<file path="src/hdl/pig_pkg.sv">
// Shared types and constants for the pixel invert / sRGB gray pipeline.
// Holds the luma weights, the index scaling constants and the encode curve
// level table built at elaboration. No dependencies.
package pig_pkg;

  // Width of the luma index into the encode curve
  localparam int unsigned LUMA_INDEX_BITS = 12;
  localparam int unsigned IDX_MAX         = (1 << LUMA_INDEX_BITS) - 1;

  // Pixel and output level widths
  localparam int unsigned CHAN_W   = 8;
  localparam int unsigned PIXEL_W  = 3 * CHAN_W;
  localparam int unsigned LEVEL_W  = 8;
  localparam int unsigned LEVELS   = 1 << LEVEL_W;
  localparam int unsigned START_W  = LUMA_INDEX_BITS + 1;

  // Q16 luma weights; they sum to 65536
  localparam int unsigned LUMA_W = 24;
  localparam logic [15:0] W_RED   = 16'd13933;
  localparam logic [15:0] W_GREEN = 16'd46871;
  localparam logic [15:0] W_BLUE  = 16'd4732;

  // k = round(IDX_MAX * L / (255 * 2^16)), split into a shift and a divide by 255
  localparam int unsigned SCALED_W   = LUMA_W + LUMA_INDEX_BITS;
  localparam int unsigned FRAC_BITS  = 16;
  localparam int unsigned QUOT_W     = SCALED_W - FRAC_BITS;
  localparam int unsigned RECIP_W    = QUOT_W - 7;
  localparam int unsigned RPROD_W    = QUOT_W + RECIP_W;
  localparam longint unsigned RECIP  = (64'd1 << QUOT_W) / 255;
  localparam longint unsigned HALF_SCALE = 255 * 32768;

  // Configuration register map
  localparam int unsigned CFG_IDX_W = 1;
  localparam logic [CFG_IDX_W-1:0] REG_MODE = 1'b0;

  // One pixel and its mode, carried down the pipeline
  typedef struct packed {
    logic              gray;
    logic [CHAN_W-1:0] red;
    logic [CHAN_W-1:0] green;
    logic [CHAN_W-1:0] blue;
  } pig_beat_t;

  // Wide integers for building the level table at elaboration
  typedef logic [255:0] wide_t;
  typedef logic [LEVELS-1:0][START_W-1:0] level_start_t;

  function automatic wide_t wide_pow(input wide_t base, input int unsigned e);
    wide_t acc;
    acc = wide_t'(1);
    for (int unsigned i = 0; i < e; i++) begin
      acc = acc * base;
    end
    return acc;
  endfunction

  // True when the encoded level at index k is at least v
  function automatic logic reaches_level(input longint unsigned k,
                                         input longint unsigned v,
                                         input wide_t d12,
                                         input wide_t bound);
    longint unsigned n;
    wide_t lhs;
    n = longint'(IDX_MAX);
    if (k * 64'd10000000 <= 64'd31308 * n) begin
      return (64'd32946 * k >= 64'd10 * n * v);
    end
    lhs = wide_pow(wide_t'(k), 5) * d12;
    return (lhs >= bound);
  endfunction

  // First index whose encoded level reaches v, for every v
  function automatic level_start_t build_level_start();
    level_start_t tab;
    wide_t d12;
    wide_t n5;
    wide_t bound;
    longint unsigned lo;
    longint unsigned hi;
    longint unsigned mid;
    d12 = wide_pow(wide_t'(10761), 12);
    n5  = wide_pow(wide_t'(IDX_MAX), 5);
    for (int unsigned v = 0; v < LEVELS; v++) begin
      bound = wide_pow(wide_t'(40 * v + 561), 12) * n5;
      lo = 0;
      hi = longint'(IDX_MAX) + 1;
      while (lo < hi) begin
        mid = (lo + hi) >> 1;
        if (reaches_level(mid, longint'(v), d12, bound)) begin
          hi = mid;
        end else begin
          lo = mid + 1;
        end
      end
      tab[v] = START_W'(lo);
    end
    return tab;
  endfunction

  localparam level_start_t LEVEL_START = build_level_start();

endpackage

</file>
<file path="src/hdl/pixel_invert_or_srgb_gray.sv">
// Pixel invert or sRGB grayscale, top level; uses pig_pkg, pig_luma, pig_curve, pig_skid.
// Takes one 24-bit pixel (blue in the low byte) per beat and returns one pixel.
// With mode 0 every byte is complemented; with mode 1 the Q16 luma
// 13933*R + 46871*G + 4732*B is rounded to a 12-bit index and mapped through the
// sRGB encode curve, and the level goes to all three bytes. One pixel is taken
// every clock cycle unless stalled. Stages: five luma/index, eight curve search (one
// level bit each), then the output register. When the output is stalled the skid entry
// takes one more beat, then the whole pipeline holds. Mode is written over the APB port
// at address 0; the user must do so only while no pixel is in flight (not enforced).
module pixel_invert_or_srgb_gray (
  input  logic                          clk_i,
  input  logic                          rst_ni,
  input  logic                          s_axis_tvalid,
  output logic                          s_axis_tready,
  // blue_in [7:0], green_in [15:8], red_in [23:16]
  input  logic [pig_pkg::PIXEL_W-1:0]   s_axis_tdata,
  output logic                          m_axis_tvalid,
  input  logic                          m_axis_tready,
  // blue_out [7:0], green_out [15:8], red_out [23:16]
  output logic [pig_pkg::PIXEL_W-1:0]   m_axis_tdata,
  input  logic                          psel,
  input  logic                          penable,
  input  logic                          pwrite,
  input  logic [2:0]                    paddr,
  input  logic [31:0]                   pwdata,
  output logic [31:0]                   prdata,
  output logic                          pready
);
  import pig_pkg::*;

  logic                       mode_q;
  logic                       pipe_en;
  pig_beat_t                  beat_in;
  logic                       luma_valid;
  pig_beat_t                  luma_beat;
  logic [LUMA_INDEX_BITS-1:0] luma_index;
  logic                       curve_valid;
  pig_beat_t                  curve_beat;
  logic [LEVEL_W-1:0]         curve_level;
  logic [PIXEL_W-1:0]         pixel_out;
  logic                       reg_hit;

  // Configuration register
  assign reg_hit = (paddr[2] == REG_MODE);
  assign pready  = 1'b1;
  assign prdata  = (psel && reg_hit) ? {31'b0, mode_q} : '0;

  always_ff @(posedge clk_i or negedge rst_ni) begin
    if (!rst_ni) begin
      mode_q <= 1'b0;
    end else if (psel && penable && pwrite && reg_hit) begin
      mode_q <= pwdata[0];
    end
  end

  // Tag each beat with the mode it was taken under
  assign beat_in = '{gray:  mode_q,
                     red:   s_axis_tdata[23:16],
                     green: s_axis_tdata[15:8],
                     blue:  s_axis_tdata[7:0]};
  assign s_axis_tready = pipe_en;

  pig_luma u_luma (
    .clk_i   (clk_i),
    .rst_ni  (rst_ni),
    .en_i    (pipe_en),
    .valid_i (s_axis_tvalid),
    .beat_i  (beat_in),
    .valid_o (luma_valid),
    .beat_o  (luma_beat),
    .index_o (luma_index)
  );

  pig_curve u_curve (
    .clk_i   (clk_i),
    .rst_ni  (rst_ni),
    .en_i    (pipe_en),
    .valid_i (luma_valid),
    .beat_i  (luma_beat),
    .index_i (luma_index),
    .valid_o (curve_valid),
    .beat_o  (curve_beat),
    .level_o (curve_level)
  );

  // Select gray level or inverted bytes
  assign pixel_out = curve_beat.gray ? {curve_level, curve_level, curve_level}
                                     : ~{curve_beat.red, curve_beat.green, curve_beat.blue};

  pig_skid u_skid (
    .clk_i   (clk_i),
    .rst_ni  (rst_ni),
    .valid_i (curve_valid),
    .ready_o (pipe_en),
    .data_i  (pixel_out),
    .valid_o (m_axis_tvalid),
    .ready_i (m_axis_tready),
    .data_o  (m_axis_tdata)
  );

endmodule

</file>
<file path="src/hdl/pig_luma.sv">
// Luma and curve index stages: weighted sum, scale to the index range, divide by 255.
// Five register stages advancing together on en_i. Depends on pig_pkg.
module pig_luma (
  input  logic                                 clk_i,
  input  logic                                 rst_ni,
  input  logic                                 en_i,
  input  logic                                 valid_i,
  input  pig_pkg::pig_beat_t                   beat_i,
  output logic                                 valid_o,
  output pig_pkg::pig_beat_t                   beat_o,
  output logic [pig_pkg::LUMA_INDEX_BITS-1:0]  index_o
);
  import pig_pkg::*;

  localparam int unsigned STAGES = 5;

  logic [STAGES-1:0]          valid_q;
  pig_beat_t                  beat_q [STAGES];
  logic [LUMA_W-1:0]          red_part_q;
  logic [LUMA_W-1:0]          green_part_q;
  logic [LUMA_W-1:0]          blue_part_q;
  logic [LUMA_W-1:0]          luma_q;
  logic [QUOT_W-1:0]          coarse_q;
  logic [QUOT_W-1:0]          coarse_hold_q;
  logic [RPROD_W-1:0]         rprod_q;
  logic [LUMA_INDEX_BITS-1:0] index_q;

  logic [SCALED_W-1:0]        scaled;
  logic [RECIP_W-1:0]         quot_est;
  logic [QUOT_W-1:0]          rem;
  logic [RECIP_W-1:0]         quot;
  logic [LUMA_INDEX_BITS-1:0] index_d;

  // Scale luma to the index range with round half up, then drop the Q16 fraction
  assign scaled = SCALED_W'(luma_q) * SCALED_W'(IDX_MAX) + SCALED_W'(HALF_SCALE);

  // Reciprocal estimate falls short by at most one; fix with one compare
  assign quot_est = rprod_q[RPROD_W-1:QUOT_W];
  assign rem      = coarse_hold_q - ((QUOT_W'(quot_est) << 8) - QUOT_W'(quot_est));
  assign quot     = quot_est + RECIP_W'(rem >= QUOT_W'(255));
  assign index_d  = (quot > RECIP_W'(IDX_MAX)) ? LUMA_INDEX_BITS'(IDX_MAX)
                                               : quot[LUMA_INDEX_BITS-1:0];

  // Advance valid bits with the data
  always_ff @(posedge clk_i or negedge rst_ni) begin
    if (!rst_ni) begin
      valid_q <= '0;
    end else if (en_i) begin
      valid_q <= {valid_q[STAGES-2:0], valid_i};
    end
  end

  // Datapath stages
  always_ff @(posedge clk_i) begin
    if (en_i) begin
      beat_q[0] <= beat_i;
      for (int i = 1; i < STAGES; i++) begin
        beat_q[i] <= beat_q[i-1];
      end
      red_part_q    <= LUMA_W'(W_RED)   * LUMA_W'(beat_i.red);
      green_part_q  <= LUMA_W'(W_GREEN) * LUMA_W'(beat_i.green);
      blue_part_q   <= LUMA_W'(W_BLUE)  * LUMA_W'(beat_i.blue);
      luma_q        <= red_part_q + green_part_q + blue_part_q;
      coarse_q      <= scaled[SCALED_W-1:FRAC_BITS];
      rprod_q       <= RPROD_W'(coarse_q) * RPROD_W'(RECIP);
      coarse_hold_q <= coarse_q;
      index_q       <= index_d;
    end
  end

  assign valid_o = valid_q[STAGES-1];
  assign beat_o  = beat_q[STAGES-1];
  assign index_o = index_q;

`ifndef SYNTHESIS
  a_white_top: assert property (@(posedge clk_i) disable iff (!rst_ni)
    (valid_o && beat_o.red == 8'hFF && beat_o.green == 8'hFF && beat_o.blue == 8'hFF)
    |-> (index_o == LUMA_INDEX_BITS'(IDX_MAX)))
    else $error("white pixel did not map to the top curve index");
  a_black_zero: assert property (@(posedge clk_i) disable iff (!rst_ni)
    (valid_o && beat_o.red == 8'h00 && beat_o.green == 8'h00 && beat_o.blue == 8'h00)
    |-> (index_o == '0))
    else $error("black pixel did not map to curve index zero");
`endif

endmodule

</file>
<file path="src/hdl/pig_curve.sv">
// sRGB encode curve lookup: binary search of the level start table, one bit a stage.
// Eight register stages advancing together on en_i. Depends on pig_pkg.
module pig_curve (
  input  logic                                 clk_i,
  input  logic                                 rst_ni,
  input  logic                                 en_i,
  input  logic                                 valid_i,
  input  pig_pkg::pig_beat_t                   beat_i,
  input  logic [pig_pkg::LUMA_INDEX_BITS-1:0]  index_i,
  output logic                                 valid_o,
  output pig_pkg::pig_beat_t                   beat_o,
  output logic [pig_pkg::LEVEL_W-1:0]          level_o
);
  import pig_pkg::*;

  logic [LEVEL_W-1:0]         valid_q;
  pig_beat_t                  beat_q  [LEVEL_W];
  logic [LUMA_INDEX_BITS-1:0] index_q [LEVEL_W];
  logic [LEVEL_W-1:0]         level_q [LEVEL_W];

  // Advance valid bits with the data
  always_ff @(posedge clk_i or negedge rst_ni) begin
    if (!rst_ni) begin
      valid_q <= '0;
    end else if (en_i) begin
      valid_q <= {valid_q[LEVEL_W-2:0], valid_i};
    end
  end

  // Each stage settles one level bit, most significant first
  for (genvar j = 0; j < LEVEL_W; j++) begin : g_step
    logic [LUMA_INDEX_BITS-1:0] idx_in;
    logic [LEVEL_W-1:0]         lvl_in;
    logic [LEVEL_W-1:0]         cand;
    pig_beat_t                  beat_in;

    if (j == 0) begin : g_head
      assign idx_in  = index_i;
      assign lvl_in  = '0;
      assign beat_in = beat_i;
    end else begin : g_body
      assign idx_in  = index_q[j-1];
      assign lvl_in  = level_q[j-1];
      assign beat_in = beat_q[j-1];
    end

    assign cand = lvl_in | (LEVEL_W'(1) << (LEVEL_W - 1 - j));

    always_ff @(posedge clk_i) begin
      if (en_i) begin
        index_q[j] <= idx_in;
        beat_q[j]  <= beat_in;
        level_q[j] <= (LEVEL_START[cand] <= {1'b0, idx_in}) ? cand : lvl_in;
      end
    end
  end

  assign valid_o = valid_q[LEVEL_W-1];
  assign beat_o  = beat_q[LEVEL_W-1];
  assign level_o = level_q[LEVEL_W-1];

`ifndef SYNTHESIS
  a_hold_on_stall: assert property (@(posedge clk_i) disable iff (!rst_ni)
    !en_i |=> ($stable(valid_o) && $stable(valid_q)))
    else $error("curve pipeline moved while stalled");
`endif

endmodule

</file>
<file path="src/hdl/pig_skid.sv">
// Output register with one skid entry, so the pipeline runs while a beat waits.
// Ready toward the pipeline comes from a register. Depends on pig_pkg.
module pig_skid (
  input  logic                         clk_i,
  input  logic                         rst_ni,
  input  logic                         valid_i,
  output logic                         ready_o,
  input  logic [pig_pkg::PIXEL_W-1:0]  data_i,
  output logic                         valid_o,
  input  logic                         ready_i,
  output logic [pig_pkg::PIXEL_W-1:0]  data_o
);
  import pig_pkg::*;

  logic               out_valid_q;
  logic               skid_valid_q;
  logic [PIXEL_W-1:0] out_q;
  logic [PIXEL_W-1:0] skid_q;
  logic               take_in;
  logic               out_free;

  assign ready_o  = !skid_valid_q;
  assign take_in  = valid_i && !skid_valid_q;
  assign out_free = !out_valid_q || ready_i;

  // Refill the output from the skid entry first, else from the pipeline
  always_ff @(posedge clk_i or negedge rst_ni) begin
    if (!rst_ni) begin
      out_valid_q  <= 1'b0;
      skid_valid_q <= 1'b0;
    end else if (out_free) begin
      if (skid_valid_q) begin
        out_valid_q  <= 1'b1;
        skid_valid_q <= 1'b0;
      end else begin
        out_valid_q  <= take_in;
      end
    end else if (take_in) begin
      skid_valid_q <= 1'b1;
    end
  end

  always_ff @(posedge clk_i) begin
    if (out_free) begin
      if (skid_valid_q) begin
        out_q <= skid_q;
      end else if (take_in) begin
        out_q <= data_i;
      end
    end else if (take_in) begin
      skid_q <= data_i;
    end
  end

  assign valid_o = out_valid_q;
  assign data_o  = out_q;

`ifndef SYNTHESIS
  a_skid_behind_out: assert property (@(posedge clk_i) disable iff (!rst_ni)
    skid_valid_q |-> out_valid_q)
    else $error("skid entry held with an empty output register");
  a_skid_drains: assert property (@(posedge clk_i) disable iff (!rst_ni)
    (skid_valid_q && ready_i) |=> !skid_valid_q)
    else $error("skid entry not drained after output beat");
`endif

endmodule
</file>
<file path="config.mk">
export PLATFORM = sky130hd
export DESIGN_NAME = pixel_invert_or_srgb_gray
export DESIGN_NICKNAME = d
export VERILOG_FILES = /design/src/hdl/pig_pkg.sv /design/src/hdl/pixel_invert_or_srgb_gray.sv /design/src/hdl/pig_luma.sv /design/src/hdl/pig_curve.sv /design/src/hdl/pig_skid.sv
export SDC_FILE = /design/constraint.sdc
export NUM_CORES = 2
export LEC_CHECK = 0
export ABC_CLOCK_PERIOD_IN_PS = 28100
export BUFFER_PORTS_ARGS = -buffer_cell sky130_fd_sc_hd__buf_4
export CAP_MARGIN = 10
export CORE_UTILIZATION = 35
export DETAILED_ROUTE_END_ITERATION = 8
export HOLD_SLACK_MARGIN = 0.08
export PLACE_DENSITY = 0.61
export SLEW_MARGIN = 20
export SYNTH_ARGS = -nofsm -noshare
export SYNTH_HDL_FRONTEND = slang
export SYNTH_SLANG_ARGS = --single-unit
</file>
<file path="constraint.sdc">
create_clock -name clk_i -period 28.1 [get_ports clk_i]
set_input_delay 1.405 -clock clk_i [delete_from_list [all_inputs] [get_ports clk_i]]
set_output_delay 1.405 -clock clk_i [all_outputs]
set_load 0.01 [all_outputs]
</file>
==> results.md <==
- Outcome: completed
- Core footprint: 117,000 um^2
- Largest family of logic cells by synthesized area: adder cells
- Final wirelength: 74.4 mm
- Worst setup EP type: flop
- Critical-path maximum fanout: 5
- Die Height: 345 um
- Final-layout fill cell count: 10,900
- Routability cong.: 0.857
- Drt wl/cell: 15.1 um
- First DRT Iteration DRCs: roughly 1,700
- Sequential element share of the synthesized area: 47.7%
- CP startpoint kind: flop
- Reg2Reg Setup Slack: 22.18 ns
- Total vias in the final route: 23,600
- Grt ovf: 0
- # setup viols final: 0
- TritonRoute pass-1 iters: 5
- Async S/R FF share, synth: between 2 and 2.5%
- Routed Antenna Nets: 0
- CTS tree: built
- Clock Path Buffers: 3
- Post-CTS sizing: 0
- CP required: roughly 28 ns
- Fin crit share: 21.1%
- Vias per inst: 4.79
- First-pass GRT wire length: around 120 mm
- CP arrival: 6.28 ns
- Clock Skews: 0.0187 ns
- Io pins: 125
- Most common cell after layout, fill and taps aside: edfxtp_1
- Clock sink count: 659
- Final Hold Viols: 0
- Max Freq: ~0.17 GHz
- Die W: 345 um
- Prevailing post-synth register cell: edfxtp_1
- Tot GR Track Use: 12.5%
- Initial core utilization: 35.4%
- Worst-Skew Late Latency: 0.63 ns
- Layout area overhead: 10.6%
- Hold Buf Count CTS: 0
- XOR/XNOR share of the synthesized area: 2.55%
- Syn Area/Cell: roughly 13 um^2
- IO buf count: 59
- Yosys cell types: between 90 and 100
- Area of the multi-input gates: 19,400 um^2
- FF+latch area: 19,700 um^2
- Mux share of post-synthesis cell area: under 10%
- MaxCap Viol Count: 0
- Yosys warns: 0
- Synth Area in Compound Gates: 9.23%
- Post-synth EDFFs: around 640
- Setup Buffers After CTS: 0
- Setup Crit Path Kind: flop to flop
- Least-Margin Pin Slew: roughly 1 ns
- Num CTS Buffers: 69
- Share of cells above drive strength 1: 7.83%
- Die area: 119,000 um^2
- H-tree levels: 3
- Nets: 4,130
- Most frequent cells in the layout: edfxtp_1, inv_1, ha_1
- Syn Inst Count: 3,275
- Row count: 125
- Largest net degree at the start of global routing: about 160
- Hold crit path type: flop to flop
- Clk slew on worst S/H paths: 0.06 ns
- Worst slew margin: 32.5%
- Final critical-path required period: 5.92 ns
- Post-Syn Area: around 41,000 um^2
- N_diodes: 0
- Hold_ws: 0.403 ns
- Initial antenna violation count: 0
- Fin Setup TNS: 0 ns
- Root Buffer: clkbuf_16
- Vias in the first global route: 23,600
- Post-route DRC violation count: 0
- DP HPWL: about 56 mm
- Post-Synth Adder-Cell Area: 26.7%
- Yosys reg bits: 659
- Post-synthesis simple-gate area fraction: ~6.3%
- RSZ-0062 raised after global routing: false
- Slew Viols, Final: 0
-- metrics by stage --
step / util [%] / std cells / cell area, um^2 / worst slack, ns
2_1_floorplan: - / 3305 / 41400 / 8.71
3_3_place_gp: 37.2 / 4796 / 43400 / 22.05
3_5_place_dp: 37.2 / 4796 / 43400 / 21.99
4_1_cts: 39.2 / 4920 / 45700 / 22.13
5_1_grt: 39.2 / 4920 / 45700 / 21.88
6_report: 39.2 / 4920 / 45700 / 22.18
-- synth_stat cells (43+ instances only) --
| library cell | number | area (um^2) |
|---|---|---|
| a21oi_1 | 168 | 841 |
| clkbuf_1 | 64 | 240 |
| edfxtp_1 | 643 | 19300 |
| fa_1 | 268 | 5370 |
| ha_1 | 453 | 5670 |
| inv_1 | 481 | 1810 |
| mux2_2 | 43 | 484 |
| nand2_1 | 138 | 518 |
| nand3_1 | 45 | 225 |
| nor2_1 | 144 | 541 |
| nor3_1 | 48 | 240 |
| o21ai_0 | 144 | 721 |
| xnor2_1 | 89 | 780 |
-- layer usage --
metal	track usage [%]	wire length [um]
met1	17.5	35300
met5	0	0
met2	20.3	35000
met4	3.33	1410
met3	1.65	2630
-- worst max-delay path: stages, from the launching register on --
cell      delay, ns
edfxtp_1       0.53
fa_1           0.79
fa_1           0.51
fa_1           0.51
inv_1          0.05
fa_1           0.47
inv_1          0.05
fa_1           0.48
ha_1           0.38
a21oi_1        0.18
o211ai_1       0.17
a41oi_1        0.37
o311ai_2       0.22
o31ai_4        0.29
o21ai_2        0.14
a211o_1        0.31
a21oi_2        0.15
xnor2_1        0.07
-- kinds of logic after synthesis --
group | after synthesis
xor gates and xnor gates | 120
and+or+nand+nor | 536
AOI/OAI and AO/OA | 587
muxes | 59
adders and majority gates | 721
DFF | 659
other | 2
buffers and inverters | 591
-- registers in the layout, summed over array words and instances, names as in the netlist, 19 cells and up --
signal	cells
u_luma.beat_q	121
u_luma.green_part_q	24
u_curve.index_q	84
u_curve.level_q	36
u_luma.blue_part_q	19
u_luma.luma_q	24
u_skid.skid_q	24
u_skid.data_o	24
u_luma.coarse_q	20
u_curve.beat_q	200
u_luma.red_part_q	22
u_luma.coarse_hold_q	20
-- area by class of cell --
type / instances / share of cell area, %
multi-input combinational: 2055 / 42.4
clock inverter: 36 / 0.945
tap: 1524 / 4.17
clock buffer: 88 / 4.10
inverter: 483 / 3.99
timing repair buffer: 75 / 1.26
sequential: 659 / 43.1
-- path summary, 6_finish.rpt --
kind	from	to	depth (start not counted)
worst max-delay path	u_luma.luma_q[16]	u_luma.coarse_q[19]	17
worst min-delay path	u_curve.beat_q[1][53]	u_curve.beat_q[1][78]	0
worst max register to register	u_luma.luma_q[16]	u_luma.coarse_q[19]	17
min in group asynchronous	rst_ni	u_skid.valid_o	1
worst min register to register	u_curve.beat_q[1][53]	u_curve.beat_q[1][78]	0
max in group asynchronous	rst_ni	u_curve.valid_q[1]	1
Power is left out: the tool's default activity adds up to more than one toggle a clock period on the data nets, which glitch-free logic cannot reach.
